--- config.mk ---
export PLATFORM = sky130hd
export DESIGN_NAME = dgr_div
export DESIGN_NICKNAME = d
export VERILOG_FILES = /design/src/rtl/core/dgr_pkg.sv /design/src/rtl/core/dgr_div.sv
export SDC_FILE = /design/constraint.sdc
export NUM_CORES = 1
export LEC_CHECK = 0
export ABC_AREA = 1
export BUFFER_PORTS_ARGS = -buffer_cell sky130_fd_sc_hd__buf_2
export CORE_UTILIZATION = 45
export DETAILED_ROUTE_END_ITERATION = 8
export PLACE_DENSITY = 0.69
export SLEW_MARGIN = 20
export SYNTH_ARGS = -nofsm -noshare
export SYNTH_HDL_FRONTEND = slang
export SYNTH_SLANG_ARGS = --single-unit
--- constraint.sdc ---
create_clock -name i_clk -period 3.3 [get_ports i_clk]
set_input_delay 0 -clock i_clk [delete_from_list [all_inputs] [get_ports i_clk]]
set_output_delay 0 -clock i_clk [all_outputs]
set_load 0.005 [all_outputs]
--- src/rtl/core/dgr_pkg.sv ---
// shared types, constants and float helpers for the gather/dequant block
// no dependencies; every other rtl/core file imports this package
`default_nettype none
package dgr_pkg;

    localparam int STORE_BYTES   = 65536;
    localparam int GROUP_ENTRIES = 1024;
    localparam int MAX_ROW       = 64;

    localparam int BA_W  = $clog2(STORE_BYTES);
    localparam int GI_W  = $clog2(GROUP_ENTRIES);
    localparam int NUM_W = 41;
    localparam int AX_W  = 17;
    localparam int RL_W  = 7;
    localparam int EL_W  = 6;

    localparam logic [1:0] MODE_DATA   = 2'd0;
    localparam logic [1:0] MODE_SCALE  = 2'd1;
    localparam logic [1:0] MODE_ZERO   = 2'd2;
    localparam logic [1:0] MODE_GATHER = 2'd3;

    localparam logic [1:0] FMT_U8 = 2'd0;
    localparam logic [1:0] FMT_I8 = 2'd1;
    localparam logic [1:0] FMT_U4 = 2'd2;
    localparam logic [1:0] FMT_I4 = 2'd3;

    localparam logic [2:0] CFG_FORMAT   = 3'd0;
    localparam logic [2:0] CFG_HALF     = 3'd1;
    localparam logic [2:0] CFG_USE_ZP   = 3'd2;
    localparam logic [2:0] CFG_WRAP     = 3'd3;
    localparam logic [2:0] CFG_AXIS     = 3'd4;
    localparam logic [2:0] CFG_ROWLEN   = 3'd5;
    localparam logic [2:0] CFG_SGROUP   = 3'd6;
    localparam logic [2:0] CFG_ZGROUP   = 3'd7;

    localparam logic [31:0] F32_DNAN = 32'hFFC0_0000;
    localparam logic [31:0] F32_QBIT = 32'h0040_0000;
    localparam logic [30:0] F32_INF  = 31'h7F80_0000;

    typedef enum logic [1:0] {
        FOP_SUB = 2'b01,
        FOP_MUL = 2'b10
    } t_fop;

    typedef struct packed {
        logic        start;
        t_fop        op;
        logic [31:0] a;
        logic [31:0] b;
    } t_fpu_req;

    typedef struct packed {
        logic        ready;
        logic        done;
        logic [31:0] res;
    } t_fpu_st;

    typedef struct packed {
        logic             start;
        logic [NUM_W-1:0] dividend;
        logic [AX_W-1:0]  divisor;
    } t_div_req;

    typedef struct packed {
        logic            ready;
        logic            done;
        logic [GI_W-1:0] quot;
        logic [AX_W-1:0] rem;
    } t_div_st;

    typedef struct packed {
        logic            data_we;
        logic            scale_we;
        logic            zero_we;
        logic [BA_W-1:0] addr;
        logic [31:0]     wdata;
    } t_st_wr;

    typedef struct packed {
        logic            re;
        logic [BA_W-1:0] byte_addr;
        logic [GI_W-1:0] s_idx;
        logic [GI_W-1:0] z_idx;
    } t_st_rd;

    function automatic logic [31:0] code_to_f32(input logic signed [8:0] c);
        logic       s;
        logic [7:0] mag;
        logic [7:0] nm;
        logic [2:0] lz;
        logic [7:0] ex;
        logic [31:0] r;
        s   = c[8];
        mag = 8'(s ? -c : c);
        lz  = 3'd0;
        for (int i = 0; i < 8; i++) begin
            if (mag[i]) lz = 3'(7 - i);
        end
        nm = mag << lz;
        ex = 8'd134 - {5'd0, lz};
        r  = (mag == 8'd0) ? 32'd0 : {s, ex, nm[6:0], 16'd0};
        return r;
    endfunction

    function automatic logic [15:0] f32_to_f16(input logic [31:0] x);
        logic              s;
        logic [7:0]        ex;
        logic [22:0]       man;
        logic signed [9:0] e;
        logic [23:0]       full;
        logic [4:0]        sh;
        logic [23:0]       rem;
        logic [23:0]       halfw;
        logic [14:0]       h;
        logic [12:0]       rm;
        logic [15:0]       r;
        s   = x[31];
        ex  = x[30:23];
        man = x[22:0];
        e   = $signed({2'b00, ex}) - 10'sd112;
        r   = 16'd0;
        if (ex == 8'hFF) begin
            r = (man != 23'd0) ? {s, 15'h7E00 | {5'd0, man[22:13]}} : {s, 15'h7C00};
        end else if (e >= 10'sd31) begin
            r = {s, 15'h7C00};
        end else if (e <= 10'sd0) begin
            if (e < -10'sd10) begin
                r = {s, 15'd0};
            end else begin
                full  = {1'b1, man};
                sh    = 5'(10'sd14 - e);
                rem   = full & ((24'd1 << sh) - 24'd1);
                halfw = 24'd1 << (sh - 5'd1);
                h     = 15'(full >> sh);
                if (rem > halfw || (rem == halfw && h[0])) h = h + 15'd1;
                r = {s, h};
            end
        end else begin
            h  = {e[4:0], man[22:13]};
            rm = man[12:0];
            if (rm > 13'h1000 || (rm == 13'h1000 && h[0])) h = h + 15'd1;
            r = {s, h};
        end
        return r;
    endfunction

endpackage
`default_nettype wire

--- src/rtl/core/dgr_div.sv ---
// restoring divider, one quotient bit per cycle
// depends on dgr_pkg
`default_nettype none
module dgr_div (
    input  logic              i_clk,
    input  logic              i_rst_n,
    input  dgr_pkg::t_div_req i_req,
    output dgr_pkg::t_div_st  o_st
);
    import dgr_pkg::*;

    typedef enum logic [2:0] {
        D_IDLE = 3'b001,
        D_RUN  = 3'b010,
        D_DONE = 3'b100
    } t_dstate;

    t_dstate          r_state;
    logic [NUM_W-1:0] r_dvd;
    logic [AX_W-1:0]  r_dvs;
    logic [AX_W-1:0]  r_rem;
    logic [GI_W-1:0]  r_quot;
    logic [5:0]       r_cnt;
    logic [AX_W:0]    trial;
    logic             fits;

    always_comb begin
        trial = {r_rem, r_dvd[NUM_W-1]};
        fits  = trial >= {1'b0, r_dvs};
    end

    always_ff @(posedge i_clk) begin
        if (!i_rst_n) begin
            r_state <= D_IDLE;
        end else begin
            unique case (r_state)
                D_IDLE, D_DONE: begin
                    if (i_req.start) begin
                        r_dvd   <= i_req.dividend;
                        r_dvs   <= i_req.divisor;
                        r_rem   <= '0;
                        r_quot  <= '0;
                        r_cnt   <= 6'(NUM_W - 1);
                        r_state <= D_RUN;
                    end else begin
                        r_state <= D_IDLE;
                    end
                end
                D_RUN: begin
                    r_rem  <= fits ? AX_W'(trial - {1'b0, r_dvs}) : trial[AX_W-1:0];
                    r_quot <= {r_quot[GI_W-2:0], fits};
                    r_dvd  <= r_dvd << 1;
                    if (r_cnt == 6'd0) begin
                        r_state <= D_DONE;
                    end else begin
                        r_cnt <= r_cnt - 6'd1;
                    end
                end
                default: r_state <= D_IDLE;
            endcase
        end
    end

    always_comb begin
        o_st.ready = (r_state == D_IDLE) || (r_state == D_DONE);
        o_st.done  = (r_state == D_DONE);
        o_st.quot  = r_quot;
        o_st.rem   = r_rem;
    end

endmodule
`default_nettype wire

# [Word-level counts from Yosys, hierarchy flattened]
# Cells that the tools add are included.
[word_totals] register_bits=94 input_bits=61 out_inout_bits=29 elab_cells=35
[op_classes] add_sub_neg=2 order_cmp=1 eq_ne=6 muxes=13 n_reduce_logical=7
[op_table] operator="$pmux 41 s2" n=1
[op_table] operator="$mux 41" n=1
[op_table] operator="$mux 17" n=2
[op_table] operator="$pmux 17 s2" n=1
[op_table] operator="$pmux 10 s2" n=1
[op_table] operator="$ge 18x17->1" n=1
[op_table] operator="$sub 17x17->17" n=1
[op_table] operator="$mux 6" n=2
[op_table] operator="$pmux 6 s2" n=1
[op_table] operator="$mux 10" n=1
[op_table] operator="$logic_not 6->1" n=1
[op_table] operator="$ne 2x2->1 const B" n=3
[op_table] operator="$pmux 3 s2" n=1
[op_table] operator="$reduce_and 3->1" n=2
[op_table] operator="$sub 6x1->6 const B" n=1
[op_table] operator="$reduce_and 4->1" n=1
[op_table] operator="$eq 3x1->1 const B" n=1
[op_table] operator="$eq 3x2->1 const B" n=1
[op_table] operator="$eq 3x3->1 const B" n=1
[op_table] operator="$mux 3" n=1
[op_table] operator="$mux 2" n=1
[op_table] operator="$reduce_bool 2->1" n=1
[op_table] operator="$reduce_or 2->1" n=1
[op_table] operator="$logic_or 1x1->1" n=1

# [Logic depth before layout (Yosys ltp)]
[logic_depth] word_depth=4 depth_mapped=16 depth_no_buf=15

# [Worst setup path before layout]
# Ideal clock, no wire load.
[synth_timing] path_type="register to register" start="register r_state[2]" end="register r_dvd[0] (enable)" setup_ps=422 arrival_ps=3168 required_ps=2878 path_slack_ps=-290 stages_incl_launch_ff=9 path_buffers=0 period_less_slack_ps=3590 path_cell_list="dfxtp_1 > inv_1 > nor3_1 > inv_1 > nand2_1 > nand2_1 > nor2_1 > a21oi_1 > inv_1"
[synth_rtl] element="from (decl)" line="dgr_div.sv:18" text="t_dstate r_state;"
[synth_rtl] element="from (signal assigned)" line="dgr_div.sv:34" text="r_state <= D_IDLE;"
[synth_rtl] element="from (signal assigned)" line="dgr_div.sv:44" text="r_state <= D_RUN;"
[synth_rtl] element="from (signal assigned)" line="dgr_div.sv:46" text="r_state <= D_IDLE;"
[synth_rtl] element="to (signal assigned)" line="dgr_div.sv:39" text="r_dvd <= i_req.dividend;"
[synth_rtl] element="to (signal assigned)" line="dgr_div.sv:52" text="r_dvd <= r_dvd << 1;"
[synth_rtl] element="to (decl)" line="dgr_div.sv:19" text="logic [NUM_W-1:0] r_dvd;"

# [Worst setup path after layout]
[layout_timing] start="register r_dvd[40]" end="register r_quot[0], data pin"
[layout_via] elab_chain_cells=2
[layout_rtl] element="$ge 18x17->1" line="dgr_div.sv:29" text="fits = trial >= {1'b0, r_dvs};"
[layout_rtl] element="$pmux 10 s2" line="dgr_div.sv:36" text="unique case (r_state)"
[layout_rtl] element="to (signal assigned)" line="dgr_div.sv:51" text="r_quot <= {r_quot[GI_W-2:0], fits};"
[layout_rtl] element="to (decl)" line="dgr_div.sv:22" text="logic [GI_W-1:0] r_quot;"
# Every way passes these cells.
# A chain may end at the register's enable or synchronous reset.

==> load_flow_metrics.sql <==
INSERT INTO impl_metrics (metric_group, metric, value, unit) VALUES
('grt', 'grt_start_max_net_pins', '61', ''),
('power_and_ir_drop', 'combinationalPowerShare', '0.142', ''),
('detailed_routing', 'dr.pass1.iters', '5', ''),
('clocking', 'cts_resized', '0', ''),
('worst_hold_path', 'class_of_the_most_critical_hold_timing_path', 'input pin to flip-flop', ''),
('clocking', 'numCtsBuffers', '9', ''),
('detailed_routing', 'drtAntennaViolNets', '0', ''),
('sta', 'timing.final.hold_violations', '0', ''),
('sta', 'finalHoldWorstSlack', '96.8', 'ps'),
('die', 'die_width', '109', 'µm'),
('power_and_ir_drop', 'ir_worst_vdd', '0.289', 'mV'),
('detailed_routing', 'drt_wl_total', '11300', 'µm'),
('synth', 'postSynthNetCount', '686', ''),
('synth', 'ys_seq_area_frac', '0.547', ''),
('clocking', 'cts_tree', 'yes', ''),
('power_and_ir_drop', 'cell_internal_pwr', '2.25', 'mW'),
('critical_path', 'critical_path.endpoint_type', 'flip-flop', ''),
('job', 'cap_violations', '0', ''),
('critical_path', 'timing.critical_path.from_type', 'flip-flop', ''),
('sta', 'fin_crit', '2570', 'ps'),
('detailed_routing', 'drt_drc_violations_left', '0', ''),
('die', 'area_enclosed_by_the_die_boundary', '11800', 'µm²'),
('final_layout', 'final_cell_mix', '240 x sky130_fd_sc_hd__nand2_1, 91 x sky130_fd_sc_hd__inv_1, 91 x sky130_fd_sc_hd__edfxtp_1, 89 x sky130_fd_sc_hd__buf_2, 65 x sky130_fd_sc_hd__nor2_1', ''),
('placement', 'placed_area', '5700', 'µm²'),
('power_and_ir_drop', 'clockPowerShare', '0.381', ''),
('clocking', 'htree_levels', '3', ''),
('detailed_routing', 'via_density_per_instance', '4.66', ''),
('status', 'outcome', 'completed', ''),
('placement', 'dpl.hpwl', '7430', 'µm'),
('grt', 'antenna_violations_before_repair', '0', ''),
('final_layout', 'drive_above_1_share', '0.164', ''),
('final_layout', 'stdcell_area', '6610', 'µm²'),
('critical_path', 'worst_r2r_startpoint', 'r_dvd[40]$_DFFE_PP_', ''),
('sta', 'worstMarginPinSlew', '870', 'ps'),
('die', 'placeableCoreArea', '10900', 'µm²'),
('sta', 'setup_violations', '0', ''),
('power_and_ir_drop', 'static_leakage', '3.19', 'nW'),
('clocking', 'clockRootBuffer', 'sky130_fd_sc_hd__clkbuf_16', ''),
('worst_hold_path', 'hp-start', 'i_req[58]', ''),
('final_layout', 'nFillCells', '925', ''),
('die', 'initial_core_util', '0.467', ''),
('detailed_routing', 'vias', '4183', ''),
('grt', 'wire_length_of_the_first_global_routing_pass', '19100', 'µm'),
('power_and_ir_drop', 'power.switching_fraction', '0.236', ''),
('power_and_ir_drop', 'power.net_switching', '695', 'µW'),
('final_layout', 'flow.area_growth_from_synthesis', '29.3', '%'),
('synth', 'ys_seq_elements', '94', ''),
('grt', 'groute.usage.overall', '0.210', ''),
('die', 'ioPinCount', '90', ''),
('synth', 'yosysTopAreaCell', 'sky130_fd_sc_hd__edfxtp_1', ''),
('detailed_routing', 'drtIter0Drc', '148', ''),
('final_layout', 'num-nets-final', '834', ''),
('synth', 'synth.distinct_cells', '28', ''),
('die', 'die_h', '109', 'µm'),
('clocking', 'path_clk_slew', '70', 'ps'),
('synth', 'synth_top_area_frac', '0.535', ''),
('grt', 'grt_pass1_vias', '4241', ''),
('critical_path', 'crit_arrival', '2630', 'ps'),
('sta', 'setup_repair_after_global_routing_missed_its_margin', 'no', ''),
('sta', 'fmax', '0.390', 'GHz'),
('synth', 'post_synth_instance_area', '5110', 'µm²'),
('critical_path', 'crit_path_start', 'r_dvd[40]$_DFFE_PP_', ''),
('sta', 'drv_slew', '0', ''),
('sta', 'timing.final.crit_share', '0.778', ''),
('final_layout', 'antenna_cells_inserted', '0', ''),
('placement', 'gp_routability_congestion', '0.903', ''),
('power_and_ir_drop', 'cellPowerDensity', '446', 'nW/µm²'),
('clocking', 'cts.sink_count', '94', ''),
('detailed_routing', 'drt-wirelength-per-cell', '12.5', 'µm'),
('power_and_ir_drop', 'report.power.total', '2.95', 'mW'),
('critical_path', 'critPathRequiredTime', '3370', 'ps');
## cells by family after synthesis
kind of cell,synth area share
flops,0.547
simple gates,0.291
xor+xnor,0.0120
fa+ha+maj,0.0504
buf+inv,0.0855
compound gates,0.0144
## power by group through the flow
stage                     sequential (mW)  combinational (mW)  clock, mW
after floorplan                      1.43               0.249          0
after global placement               1.43               0.360          0
after detailed placement             1.43               0.365          0
after CTS                            1.41               0.421       1.15
after global routing                 1.41               0.479       1.18
final                                1.41               0.419       1.12
## through the flow
stage / utilization / cells / setup slack, ps
final: 0.604 / 898 / 733
after detailed placement: 0.521 / 823 / 745
after global placement: 0.521 / 823 / 797
after CTS: 0.604 / 898 / 723
after floorplan: - / 605 / 278
after global routing: 0.604 / 898 / 522
## path summary, 6_finish.rpt
path,cells after the start,end,slack (ps)
max,14,r_quot[0]$_SDFFCE_PN0P_,730
min,4,r_state[0]$_SDFFE_PN1P_,100
max reg2reg,14,r_quot[0]$_SDFFCE_PN0P_,730
min reg2reg,2,r_dvd[33]$_DFFE_PP_,520
## cell usage after synthesis
master and instances:
sky130_fd_sc_hd__nand3_1 21, sky130_fd_sc_hd__fa_1 1, sky130_fd_sc_hd__nand4_1 3, sky130_fd_sc_hd__xor2_1 6, sky130_fd_sc_hd__inv_2 2, sky130_fd_sc_hd__nand2_2 5, sky130_fd_sc_hd__nor2_2 6, sky130_fd_sc_hd__inv_1 92
sky130_fd_sc_hd__o21ai_2 1, sky130_fd_sc_hd__nor4_1 1, sky130_fd_sc_hd__buf_6 3, sky130_fd_sc_hd__o21ai_0 3, sky130_fd_sc_hd__and2_2 1, sky130_fd_sc_hd__buf_4 1, sky130_fd_sc_hd__nand2_4 1, sky130_fd_sc_hd__dfxtp_1 3
sky130_fd_sc_hd__xnor2_1 1, sky130_fd_sc_hd__nor3_2 1, sky130_fd_sc_hd__buf_2 1, sky130_fd_sc_hd__nor2_1 65, sky130_fd_sc_hd__edfxtp_1 91, sky130_fd_sc_hd__nand2_1 240, sky130_fd_sc_hd__clkbuf_1 10, sky130_fd_sc_hd__ha_1 19
sky130_fd_sc_hd__and2_1 2, sky130_fd_sc_hd__nand3b_1 11, sky130_fd_sc_hd__a21oi_1 10, sky130_fd_sc_hd__nor3_1 4
## what timing repair did
action	4_1_cts	5_1_grt
hold buffers	59	0
endpoints found under the hold margin	60	0
buffers inserted	0	0
## metal layers
layer | GRT usage | vias up | wire length (µm)
li1 | - | 2187 | -
met1 | 0.249 | 1881 | 4920
met2 | 0.374 | 99 | 5690
met3 | 0.0410 | 16 | 462
met4 | 0.0772 | 0 | 172
met5 | 0 | - | 0
## layout make-up
type	instances	area, µm²	area share
clock buffer	13	250	0.0379
clock inverter	3	68.8	0.0104
sequential	94	2790	0.423
timing repair buffer	152	1080	0.163
multi-input combinational	402	1890	0.285
tap	140	175	0.0265
inverter	94	357	0.0540
## registers in the layout, indices dropped and copies added (netlist names)
name     flops
r_dvd       41
r_dvs       17
r_rem       17
r_quot      10
r_cnt        6
r_state      3
## critical path, stage by stage (launching register included)
cell and delay, ps:
sky130_fd_sc_hd__edfxtp_1 360, sky130_fd_sc_hd__inv_1 80, sky130_fd_sc_hd__ha_1 140, sky130_fd_sc_hd__inv_1 70, sky130_fd_sc_hd__fa_1 400, sky130_fd_sc_hd__nand2_1 100, sky130_fd_sc_hd__nand2_1 50, sky130_fd_sc_hd__nand3_1 80
sky130_fd_sc_hd__nand2_2 70, sky130_fd_sc_hd__nand2_1 70, sky130_fd_sc_hd__nand2_2 70, sky130_fd_sc_hd__nand2_2 250, sky130_fd_sc_hd__nand2_4 170, sky130_fd_sc_hd__inv_2 290, sky130_fd_sc_hd__nor2_1 60
No activity file was read; power rests on OpenSTA's default activity.
