==> config.mk <==
export PLATFORM = sky130hd
export DESIGN_NAME = dgr_fpu
export DESIGN_NICKNAME = d
export VERILOG_FILES = /design/src/rtl/core/dgr_pkg.sv /design/src/rtl/core/dgr_fpu.sv
export SDC_FILE = /design/constraint.sdc
export NUM_CORES = 2
export LEC_CHECK = 0
export BUFFER_PORTS_ARGS = -buffer_cell sky130_fd_sc_hd__buf_2
export CORE_ASPECT_RATIO = 1.1
export CORE_MARGIN = 8
export CORE_UTILIZATION = 60
export CTS_CLUSTER_SIZE = 14
export DETAILED_ROUTE_END_ITERATION = 16
export GPL_TIMING_DRIVEN = 1
export HOLD_SLACK_MARGIN = 0.1
export MAX_ROUTING_LAYER = met4
export PLACE_DENSITY = 0.8
export SETUP_SLACK_MARGIN = 0.2
export SYNTH_ARGS = -nofsm -noshare
export SYNTH_HDL_FRONTEND = slang
export SYNTH_SLANG_ARGS = --single-unit
export TNS_END_PERCENT = 30
==> constraint.sdc <==
create_clock -name i_clk -period 7.5 [get_ports i_clk]
set_input_delay 0.75 -clock i_clk [delete_from_list [all_inputs] [get_ports i_clk]]
set_output_delay 0.75 -clock i_clk [all_outputs]
set_load 0.005 [all_outputs]
==> src/rtl/core/dgr_pkg.sv <==
// shared types, constants and float helpers for the gather/dequant block
// no dependencies; every other rtl/core file imports this package
`default_nettype none
package dgr_pkg;

    localparam int STORE_BYTES   = 65536;
    localparam int GROUP_ENTRIES = 1024;
    localparam int MAX_ROW       = 64;

    localparam int BA_W  = $clog2(STORE_BYTES);
    localparam int GI_W  = $clog2(GROUP_ENTRIES);
    localparam int NUM_W = 41;
    localparam int AX_W  = 17;
    localparam int RL_W  = 7;
    localparam int EL_W  = 6;

    localparam logic [1:0] MODE_DATA   = 2'd0;
    localparam logic [1:0] MODE_SCALE  = 2'd1;
    localparam logic [1:0] MODE_ZERO   = 2'd2;
    localparam logic [1:0] MODE_GATHER = 2'd3;

    localparam logic [1:0] FMT_U8 = 2'd0;
    localparam logic [1:0] FMT_I8 = 2'd1;
    localparam logic [1:0] FMT_U4 = 2'd2;
    localparam logic [1:0] FMT_I4 = 2'd3;

    localparam logic [2:0] CFG_FORMAT   = 3'd0;
    localparam logic [2:0] CFG_HALF     = 3'd1;
    localparam logic [2:0] CFG_USE_ZP   = 3'd2;
    localparam logic [2:0] CFG_WRAP     = 3'd3;
    localparam logic [2:0] CFG_AXIS     = 3'd4;
    localparam logic [2:0] CFG_ROWLEN   = 3'd5;
    localparam logic [2:0] CFG_SGROUP   = 3'd6;
    localparam logic [2:0] CFG_ZGROUP   = 3'd7;

    localparam logic [31:0] F32_DNAN = 32'hFFC0_0000;
    localparam logic [31:0] F32_QBIT = 32'h0040_0000;
    localparam logic [30:0] F32_INF  = 31'h7F80_0000;

    typedef enum logic [1:0] {
        FOP_SUB = 2'b01,
        FOP_MUL = 2'b10
    } t_fop;

    typedef struct packed {
        logic        start;
        t_fop        op;
        logic [31:0] a;
        logic [31:0] b;
    } t_fpu_req;

    typedef struct packed {
        logic        ready;
        logic        done;
        logic [31:0] res;
    } t_fpu_st;

    typedef struct packed {
        logic             start;
        logic [NUM_W-1:0] dividend;
        logic [AX_W-1:0]  divisor;
    } t_div_req;

    typedef struct packed {
        logic            ready;
        logic            done;
        logic [GI_W-1:0] quot;
        logic [AX_W-1:0] rem;
    } t_div_st;

    typedef struct packed {
        logic            data_we;
        logic            scale_we;
        logic            zero_we;
        logic [BA_W-1:0] addr;
        logic [31:0]     wdata;
    } t_st_wr;

    typedef struct packed {
        logic            re;
        logic [BA_W-1:0] byte_addr;
        logic [GI_W-1:0] s_idx;
        logic [GI_W-1:0] z_idx;
    } t_st_rd;

    function automatic logic [31:0] code_to_f32(input logic signed [8:0] c);
        logic       s;
        logic [7:0] mag;
        logic [7:0] nm;
        logic [2:0] lz;
        logic [7:0] ex;
        logic [31:0] r;
        s   = c[8];
        mag = 8'(s ? -c : c);
        lz  = 3'd0;
        for (int i = 0; i < 8; i++) begin
            if (mag[i]) lz = 3'(7 - i);
        end
        nm = mag << lz;
        ex = 8'd134 - {5'd0, lz};
        r  = (mag == 8'd0) ? 32'd0 : {s, ex, nm[6:0], 16'd0};
        return r;
    endfunction

    function automatic logic [15:0] f32_to_f16(input logic [31:0] x);
        logic              s;
        logic [7:0]        ex;
        logic [22:0]       man;
        logic signed [9:0] e;
        logic [23:0]       full;
        logic [4:0]        sh;
        logic [23:0]       rem;
        logic [23:0]       halfw;
        logic [14:0]       h;
        logic [12:0]       rm;
        logic [15:0]       r;
        s   = x[31];
        ex  = x[30:23];
        man = x[22:0];
        e   = $signed({2'b00, ex}) - 10'sd112;
        r   = 16'd0;
        if (ex == 8'hFF) begin
            r = (man != 23'd0) ? {s, 15'h7E00 | {5'd0, man[22:13]}} : {s, 15'h7C00};
        end else if (e >= 10'sd31) begin
            r = {s, 15'h7C00};
        end else if (e <= 10'sd0) begin
            if (e < -10'sd10) begin
                r = {s, 15'd0};
            end else begin
                full  = {1'b1, man};
                sh    = 5'(10'sd14 - e);
                rem   = full & ((24'd1 << sh) - 24'd1);
                halfw = 24'd1 << (sh - 5'd1);
                h     = 15'(full >> sh);
                if (rem > halfw || (rem == halfw && h[0])) h = h + 15'd1;
                r = {s, h};
            end
        end else begin
            h  = {e[4:0], man[22:13]};
            rm = man[12:0];
            if (rm > 13'h1000 || (rm == 13'h1000 && h[0])) h = h + 15'd1;
            r = {s, h};
        end
        return r;
    endfunction

endpackage
`default_nettype wire

==> src/rtl/core/dgr_fpu.sv <==
// shared single precision subtract / multiply unit, takes a new op only when idle or done
// depends on dgr_pkg
`default_nettype none
module dgr_fpu (
    input  logic              i_clk,
    input  logic              i_rst_n,
    input  dgr_pkg::t_fpu_req i_req,
    output dgr_pkg::t_fpu_st  o_st
);
    import dgr_pkg::*;

    typedef enum logic [7:0] {
        F_IDLE   = 8'b0000_0001,
        F_PREP   = 8'b0000_0010,
        F_ADD    = 8'b0000_0100,
        F_MUL    = 8'b0000_1000,
        F_NORM   = 8'b0001_0000,
        F_DENORM = 8'b0010_0000,
        F_ROUND  = 8'b0100_0000,
        F_DONE   = 8'b1000_0000
    } t_fstate;

    function automatic logic [5:0] lzc48(input logic [47:0] m);
        logic [5:0] z;
        z = 6'd0;
        for (int i = 0; i < 48; i++) begin
            if (m[i]) z = 6'(47 - i);
        end
        return z;
    endfunction

    t_fstate            r_state;
    t_fop               r_op;
    logic [31:0]        r_a;
    logic [31:0]        r_b;
    logic [47:0]        r_ma;
    logic [47:0]        r_mb;
    logic [47:0]        r_m;
    logic signed [11:0] r_e;
    logic               r_sign;
    logic               r_sub;
    logic               r_st;
    logic [31:0]        r_res;

    logic        a_nan, b_nan, a_inf, b_inf, a_zero, b_zero, sx;
    logic [23:0] ma, mb, mbig, msml;
    logic [7:0]  ea, eb, ebig, esml, diff;
    logic        bs, a_big, sbig, ssml;
    logic [47:0] sml48, sml_sh;
    logic        lost;
    logic        special;
    logic [31:0] spec_res;
    logic [5:0]  lz;
    logic signed [11:0] sh_s;
    logic [5:0]  sh6;
    logic        sh_all;
    logic [23:0] mant;
    logic        up;

    always_comb begin
        a_nan  = (r_a[30:23] == 8'hFF) && (r_a[22:0] != 23'd0);
        b_nan  = (r_b[30:23] == 8'hFF) && (r_b[22:0] != 23'd0);
        a_inf  = (r_a[30:0] == F32_INF);
        b_inf  = (r_b[30:0] == F32_INF);
        a_zero = (r_a[30:0] == 31'd0);
        b_zero = (r_b[30:0] == 31'd0);
        sx     = r_a[31] ^ r_b[31];
        ma     = {r_a[30:23] != 8'd0, r_a[22:0]};
        mb     = {r_b[30:23] != 8'd0, r_b[22:0]};
        ea     = (r_a[30:23] == 8'd0) ? 8'd1 : r_a[30:23];
        eb     = (r_b[30:23] == 8'd0) ? 8'd1 : r_b[30:23];
        bs     = ~r_b[31];
        a_big  = r_a[30:0] >= r_b[30:0];
        mbig   = a_big ? ma : mb;
        msml   = a_big ? mb : ma;
        ebig   = a_big ? ea : eb;
        esml   = a_big ? eb : ea;
        sbig   = a_big ? r_a[31] : bs;
        ssml   = a_big ? bs : r_a[31];
        diff   = ebig - esml;
        sml48  = {1'b0, msml, 23'd0};
        if (diff >= 8'd48) begin
            sml_sh = 48'd0;
            lost   = |sml48;
        end else begin
            sml_sh = sml48 >> diff;
            lost   = |(sml48 & ((48'd1 << diff) - 48'd1));
        end

        special  = 1'b1;
        spec_res = 32'd0;
        if (r_op == FOP_SUB) begin
            if (a_nan)                 spec_res = r_a | F32_QBIT;
            else if (b_nan)            spec_res = r_b | F32_QBIT;
            else if (a_inf && b_inf)   spec_res = (r_a[31] == r_b[31]) ? F32_DNAN : r_a;
            else if (a_inf)            spec_res = r_a;
            else if (b_inf)            spec_res = {bs, r_b[30:0]};
            else                       special  = 1'b0;
        end else begin
            if (a_nan)                 spec_res = r_a | F32_QBIT;
            else if (b_nan)            spec_res = r_b | F32_QBIT;
            else if ((a_inf && b_zero) || (a_zero && b_inf)) spec_res = F32_DNAN;
            else if (a_inf || b_inf)   spec_res = {sx, F32_INF};
            else if (a_zero || b_zero) spec_res = {sx, 31'd0};
            else                       special  = 1'b0;
        end

        lz     = lzc48(r_m);
        sh_s   = 12'sd1 - r_e;
        sh_all = sh_s >= 12'sd48;
        sh6    = sh_s[5:0];
        mant   = r_m[47:24];
        up     = r_m[23] & ((|r_m[22:0]) | r_st | mant[0]);
    end

    always_ff @(posedge i_clk) begin
        if (!i_rst_n) begin
            r_state <= F_IDLE;
        end else begin
            unique case (r_state)
                F_IDLE, F_DONE: begin
                    if (i_req.start) begin
                        r_op    <= i_req.op;
                        r_a     <= i_req.a;
                        r_b     <= i_req.b;
                        r_state <= F_PREP;
                    end else begin
                        r_state <= F_IDLE;
                    end
                end
                F_PREP: begin
                    r_st <= 1'b0;
                    if (special) begin
                        r_res   <= spec_res;
                        r_state <= F_DONE;
                    end else if (r_op == FOP_SUB) begin
                        r_ma    <= {1'b0, mbig, 23'd0};
                        r_mb    <= {sml_sh[47:1], sml_sh[0] | lost};
                        r_sub   <= sbig != ssml;
                        r_sign  <= sbig;
                        r_e     <= $signed({4'd0, ebig}) + 12'sd1;
                        r_state <= F_ADD;
                    end else begin
                        r_ma    <= {24'd0, ma};
                        r_mb    <= {24'd0, mb};
                        r_sign  <= sx;
                        r_e     <= $signed({4'd0, ea}) + $signed({4'd0, eb}) - 12'sd126;
                        r_state <= F_MUL;
                    end
                end
                F_ADD: begin
                    r_m     <= r_sub ? r_ma - r_mb : r_ma + r_mb;
                    r_state <= F_NORM;
                end
                F_MUL: begin
                    r_m     <= r_ma[23:0] * r_mb[23:0];
                    r_state <= F_NORM;
                end
                F_NORM: begin
                    if (r_m == 48'd0) begin
                        r_res   <= 32'd0;
                        r_state <= F_DONE;
                    end else begin
                        r_m     <= r_m << lz;
                        r_e     <= r_e - $signed({6'd0, lz});
                        r_state <= F_DENORM;
                    end
                end
                F_DENORM: begin
                    if (r_e >= 12'sd255) begin
                        r_res   <= {r_sign, F32_INF};
                        r_state <= F_DONE;
                    end else begin
                        if (r_e < 12'sd1) begin
                            r_e <= 12'sd0;
                            if (sh_all) begin
                                r_m  <= 48'd0;
                                r_st <= r_st | (|r_m);
                            end else begin
                                r_m  <= r_m >> sh6;
                                r_st <= r_st | (|(r_m & ((48'd1 << sh6) - 48'd1)));
                            end
                        end
                        r_state <= F_ROUND;
                    end
                end
                F_ROUND: begin
                    r_res   <= {r_sign, {r_e[7:0], mant[22:0]} + {30'd0, up}};
                    r_state <= F_DONE;
                end
                default: r_state <= F_IDLE;
            endcase
        end
    end

    always_comb begin
        o_st.ready = (r_state == F_IDLE) || (r_state == F_DONE);
        o_st.done  = (r_state == F_DONE);
        o_st.res   = r_res;
    end

endmodule
`default_nettype wire

Word-level counts from Yosys, hierarchy flattened --
Index checks and enable logic that the tools add are counted.
Word-level totals: register bits after elaboration 265, bits of input ports 69, output and inout port bits 34, word-level logic and storage cells 218
Cells by class: $add $sub $neg 11, multipliers 1, magnitude comparators 5, equal/unequal tests 22, shift operators 5, multiplexer cells 110, bitwise gates (word level) 12, reductions and logical operators 37
Operator list (number):
- $mux W32 | 15
- $mux W6 | 48
- $mux W48 | 5
- $pmux W48 S4 | 1
- $reduce_or A48 Y1 | 3
- $pmux W32 S4 | 1
- $mux W24 | 5
- $sub A48 B1 Y48 const B | 2
- $eq A31 B31 Y1 const B | 2
- $logic_not A31 Y1 | 2
- $mux W12 | 5
- $mux W8 | 7
- $add A48 B48 Y48 | 1
- $and A47 B48 Y48 | 1
- $and A48 B48 Y48 | 1
- $logic_not A48 Y1 | 1
- $mul A24 B24 Y48 | 1
- $pmux W8 S6 | 1
- $shl A1 B6 Y48 const A | 1
- $shl A1 B8 Y48 const A | 1
- $shl A48 B6 Y48 | 1
- $shr A47 B8 Y48 | 1
- $shr A48 B6 Y48 | 1
- $sub A48 B48 Y48 | 1
- other kinds (48) | 95

Logic depth before layout (Yosys ltp) --
word-level depth 51, gate-level depth with buffers 30, gate-level depth less buffers 27

Worst setup path before layout --
OpenSTA, ideal clock, no wires.
path kind reg2reg, start reg r_mb[3], end reg r_m[47], data pin, setup time 271 ps, data arrival time 7239 ps, data required time 7229 ps, slack -10 ps, cell stages (with the launch flop) 27, buffers on the path 2, cell sequence edfxtp_1 -> clkbuf_1 -> buf_1 -> nand2_1 -> fa_1 -> inv_1 -> fa_1 -> fa_1 -> fa_1 -> fa_1 -> inv_1 -> fa_1 -> inv_1 -> fa_1 -> ha_1 -> a21o_1 -> a2111oi_0 -> and2_1 -> nand3_1 -> a31oi_2 -> o21ai_2 -> o211a_1 -> o41a_1 -> a21o_1 -> a21oi_2 -> xnor2_1 -> o211ai_1
Between the ends: cells in the longest elaborated chain, start to end 3, elaborated cells on any way between the ends 5, classes of those cells add/sub (2); mul (1); mux (2)
Ends and longest elaborated chain:
- from (decl) | RTL line dgr_fpu.sv:37 | logic [47:0] r_mb;
- from (signal assigned) | RTL line dgr_fpu.sv:138 | r_mb <= {sml_sh[47:1], sml_sh[0] | lost};
- from (signal assigned) | RTL line dgr_fpu.sv:145 | r_mb <= {24'd0, mb};
- branches (longest 2 deep; another with $mul A24 B24 Y48)
- $pmux W48 S4 (*) | RTL line dgr_fpu.sv:120 | unique case (r_state)
- to (signal assigned) | RTL line dgr_fpu.sv:152 | r_m <= r_sub ? r_ma - r_mb : r_ma + r_mb;
- to (signal assigned) | RTL line dgr_fpu.sv:156 | r_m <= r_ma[23:0] * r_mb[23:0];
- to (signal assigned) | RTL line dgr_fpu.sv:164 | r_m <= r_m << lz;
- to (decl) | RTL line dgr_fpu.sv:38 | logic [47:0] r_m;
Mark *: on every way between the ends. A chain may end at the register's enable or synchronous reset.

Worst setup path after layout --
start reg r_ma[11], end reg r_m[46], data pin
Between the ends: cells in the longest elaborated chain, start to end 3, elaborated cells on any way between the ends 5, classes of those cells add/sub (2); mul (1); mux (2)
Ends and longest elaborated chain:
- from (decl) | RTL line dgr_fpu.sv:36 | logic [47:0] r_ma;
- from (signal assigned) | RTL line dgr_fpu.sv:137 | r_ma <= {1'b0, mbig, 23'd0};
- from (signal assigned) | RTL line dgr_fpu.sv:144 | r_ma <= {24'd0, ma};
- branches (longest 2 deep; another with $mul A24 B24 Y48)
- $pmux W48 S4 (*) | RTL line dgr_fpu.sv:120
Marked as above.

==> flow_summary.yaml <==
timing:
  setup_viol: 0
  clock.fmax_mhz: 134
  final_hold_viol_count: 0
  slew_headroom_pct: 9.18
  rsz0062_at_grt: "yes"
  fin_crit_sh_pct: 99.5
  fin_worst_skew_ns: 0.0381
  hold_slack_ns: 0.363
  slew_viol_final: 0
  worst_slew_pin_slew_ns: 1.35
  fin_crit_ns: 7.46
synth:
  syn_avg_cell_area_um2: 8.43
  ys.flop_type: "edfxtp_1"
  synth_nets: 6276
  ys_seq_area_share_pct: 17.1
  yosysUniqueCellTypes: 128
  ys_warn_count: 0
  yosysTopAreaCell: "fa_1"
  syn_area_um2: 45800
  netlist_top_cells_area: "fa_1 (21%), edfxtp_1 (17%), ha_1 (7.8%)"
  synthDominantCellAreaShare_pct: 21.2
  synth_edf_count: 255
  ys_seq_elements: 263
  synth_async_sr_flop_share_pct: 0
  synth_cells: 5434
die:
  die_x_um: 279
  core_area_um2: 75900
  rows: 106
  die_y_um: 306
  initial_core_util_pct: 60.4
  num_io_pins: 103
  dieArea_um2: 85500
clock_tree:
  clk_path_buf_depth: 3
  clkSinkCount: 263
  cts_buffers: 34
  clkTransAtPathRegs_ns: 0.06
  htree_levels: 2
  ctsHoldBuffers: 0
  ctsRootBufferMaster: "clkbuf_16"
  clk_latency_ns: 0.57
  cts_tree: "built"
setup_path:
  ff2ff_path_depth: 28
  worstPathMaxFanout: 5
  cp_slowest_stage_delay_ns: 0.55
  critPathLaunch: "r_ma[11]$_SDFFCE_PP0P_"
  path_common_cell: "fa_2"
  crit_end: "r_m[46]$_DFFE_PP_"
  rr_endpoint: "r_m[46]$_DFFE_PP_"
  crit_required_ns: 7.77
  critPathCaptureType: "flip-flop"
  cp-start-kind: "flip-flop"
  worstSetupPathType: "reg -> reg"
  ff2ff_setup_slack_ns: 0.04
  crit_slowest_cell: "fa_2"
  arrival_ns: 7.73
  worstReg2RegStart: "r_ma[11]$_SDFFCE_PP0P_"
placed_design:
  hpwl_um: 134000
  place_area_um2: 48500
  port_buffers: 102
  place_inst: 6469
  gp_congestion: 1.07
finish:
  syn_to_final_growth_pct: 11.2
  mostFrequentLayoutCell: "nand2_1"
  utilization_pct: 67.2
  drive_gt1_share_pct: 14.2
  final_cell_mix: "nand2_1 (810), inv_1 (578), fa_1 (470)"
  nets: 6398
  fin_cells: 6610
  fin_area_um2: 51000
power:
  powerDensity_nw_per_um2: 226
  leakage_nw: 22.1
  total_power_mw: 11.5
  peakVddDrop_mv: 0.414
route:
  totalWireLength_um: 182000
  drc: 0
  first_iter_violations: 5608
  vias: 44400
  ant_nets: 0
  vias_per_cell: 6.72
  drt-wirelength-per-cell_um: 27.6
  dr.pass1.iters: 8
global_routing:
  grt_util_all_layers_pct: 42.6
  grt_pass1_vias: 44300
  grt_max_degree: 71
  grt_overflow: 0
  antenna_found_initial: 6
  grt_pass1_wl_um: 271000
run:
  drv_cap: 0
status:
  status: "complete, no violations"
hold_path:
  hold_class: "in -> reg"
==> metal layers <==
layer  GRT usage [%]  wire (um)  vias up
li1                -          -    18800
met1            51.0      64000    21400
met4            26.0      14600        0
met5               -          0        -
met2            65.0      81400     3281
met3            10.4      22300      940
==> metrics by stage <==
step	worst slack (ns)	TNS, ns
after floorplan	0.200	0
after global placement	0.187	0
after detailed placement	-0.0370	-0.0525
after CTS	0.133	0
after global routing	-0.126	-0.624
final	0.0408	0
==> cell families (layout without fill, tap and decap cells) <==
family                     after synthesis  after routing  synth area share [%]
buffers and inverters                  983           1127                  8.49
and+or+nand+nor                       1852           1852                  18.8
AOI/OAI and AO/OA                     1139           1139                  16.7
other                                    0              6                     0
adders and majority gates              773            773                  29.1
DFF                                    263            263                  17.1
xor gates and xnor gates               197            197                  3.81
muxes                                  227            227                  6.06
==> cell type report <==
cell class                      instances  area, um2
Clock inverter                         19        259
Tap cell                             1026       1280
Inverter                              604       2270
Timing Repair Buffer                  465       3680
Antenna cell                            6       15.0
Multi-Input combinational cell       4188      34700
Sequential cell                       263       7820
Clock buffer                           39        891
Fill cell                            6073      24900
==> cell usage after synthesis, types with 14 or more instances <==
| cell type | instances |
|---|---|
| clkbuf_1 | 269 |
| xnor2_1 | 127 |
| mux2_2 | 28 |
| o21bai_1 | 21 |
| nor3_1 | 85 |
| and3_1 | 33 |
| fa_1 | 486 |
| xor2_1 | 67 |
| a22oi_1 | 59 |
| a32oi_1 | 14 |
| nor4_1 | 52 |
| edfxtp_1 | 255 |
| or3_1 | 20 |
| mux2i_1 | 161 |
| o31ai_1 | 27 |
| mux4_2 | 34 |
| nor2b_1 | 29 |
| inv_1 | 599 |
| o22ai_1 | 86 |
| o21ai_0 | 221 |
| o221ai_1 | 15 |
| nand3_1 | 99 |
| ha_1 | 287 |
| o21ai_1 | 14 |
| buf_2 | 47 |
| o21a_1 | 34 |
| nand2_1 | 821 |
| buf_1 | 46 |
| nor2_1 | 338 |
| nand2b_1 | 38 |
| a221oi_1 | 19 |
| a211oi_1 | 32 |
| nand4_1 | 36 |
| a31oi_1 | 48 |
| and2_1 | 230 |
| o211ai_1 | 39 |
| a21o_1 | 54 |
| a21oi_1 | 267 |
==> where the power goes <==
group	leakage (nW)	internal, mW	switching [mW]
logic	19.3	3.43	4.63
clock network	0.559	1.06	0.706
registers	2.30	1.66	0.0376
total	22.1	6.15	5.37
==> registers in the layout, indices dropped and copies added, names as in the netlist <==
name     count
r_m         48
r_ma        47
r_mb        47
r_a         32
r_b         32
r_res       32
r_e         12
r_state      8
r_op         2
r_sign       1
r_st         1
r_sub        1
==> timing repair <==
item,in CTS,in global routing
endpoints found under the setup margin,14,24
buffers inserted,55,16
gates resized for setup,85,64
cloned,5,1
pin swaps,86,47
==> critical path: cells and delay by family, from the launching register on <==
kind,cells,cell delay [ns]
fa+ha+maj,8,3.59
compound gates,9,2.07
buf+inv,7,0.68
flops,1,0.38
simple gates,3,0.26
xor+xnor,1,0.17
==> worst min path at each step <==
stage                      from                  end  slack [ns]  depth (start not counted)
4_1_cts               i_req[65]    r_op[1]$_DFFE_PP_        0.34                          1
5_1_grt               i_req[64]    r_op[0]$_DFFE_PP_        0.35                          1
3_3_place_gp   r_sign$_DFFE_PP_  r_res[31]$_DFFE_PP_        0.60                          2
6_report              i_req[11]    r_b[11]$_DFFE_PP_        0.36                          1
2_1_floorplan  r_sign$_DFFE_PP_  r_res[31]$_DFFE_PP_        0.49                          2
3_5_place_dp   r_sign$_DFFE_PP_  r_res[31]$_DFFE_PP_        0.58                          2
(Power assumes the default switching activity.)
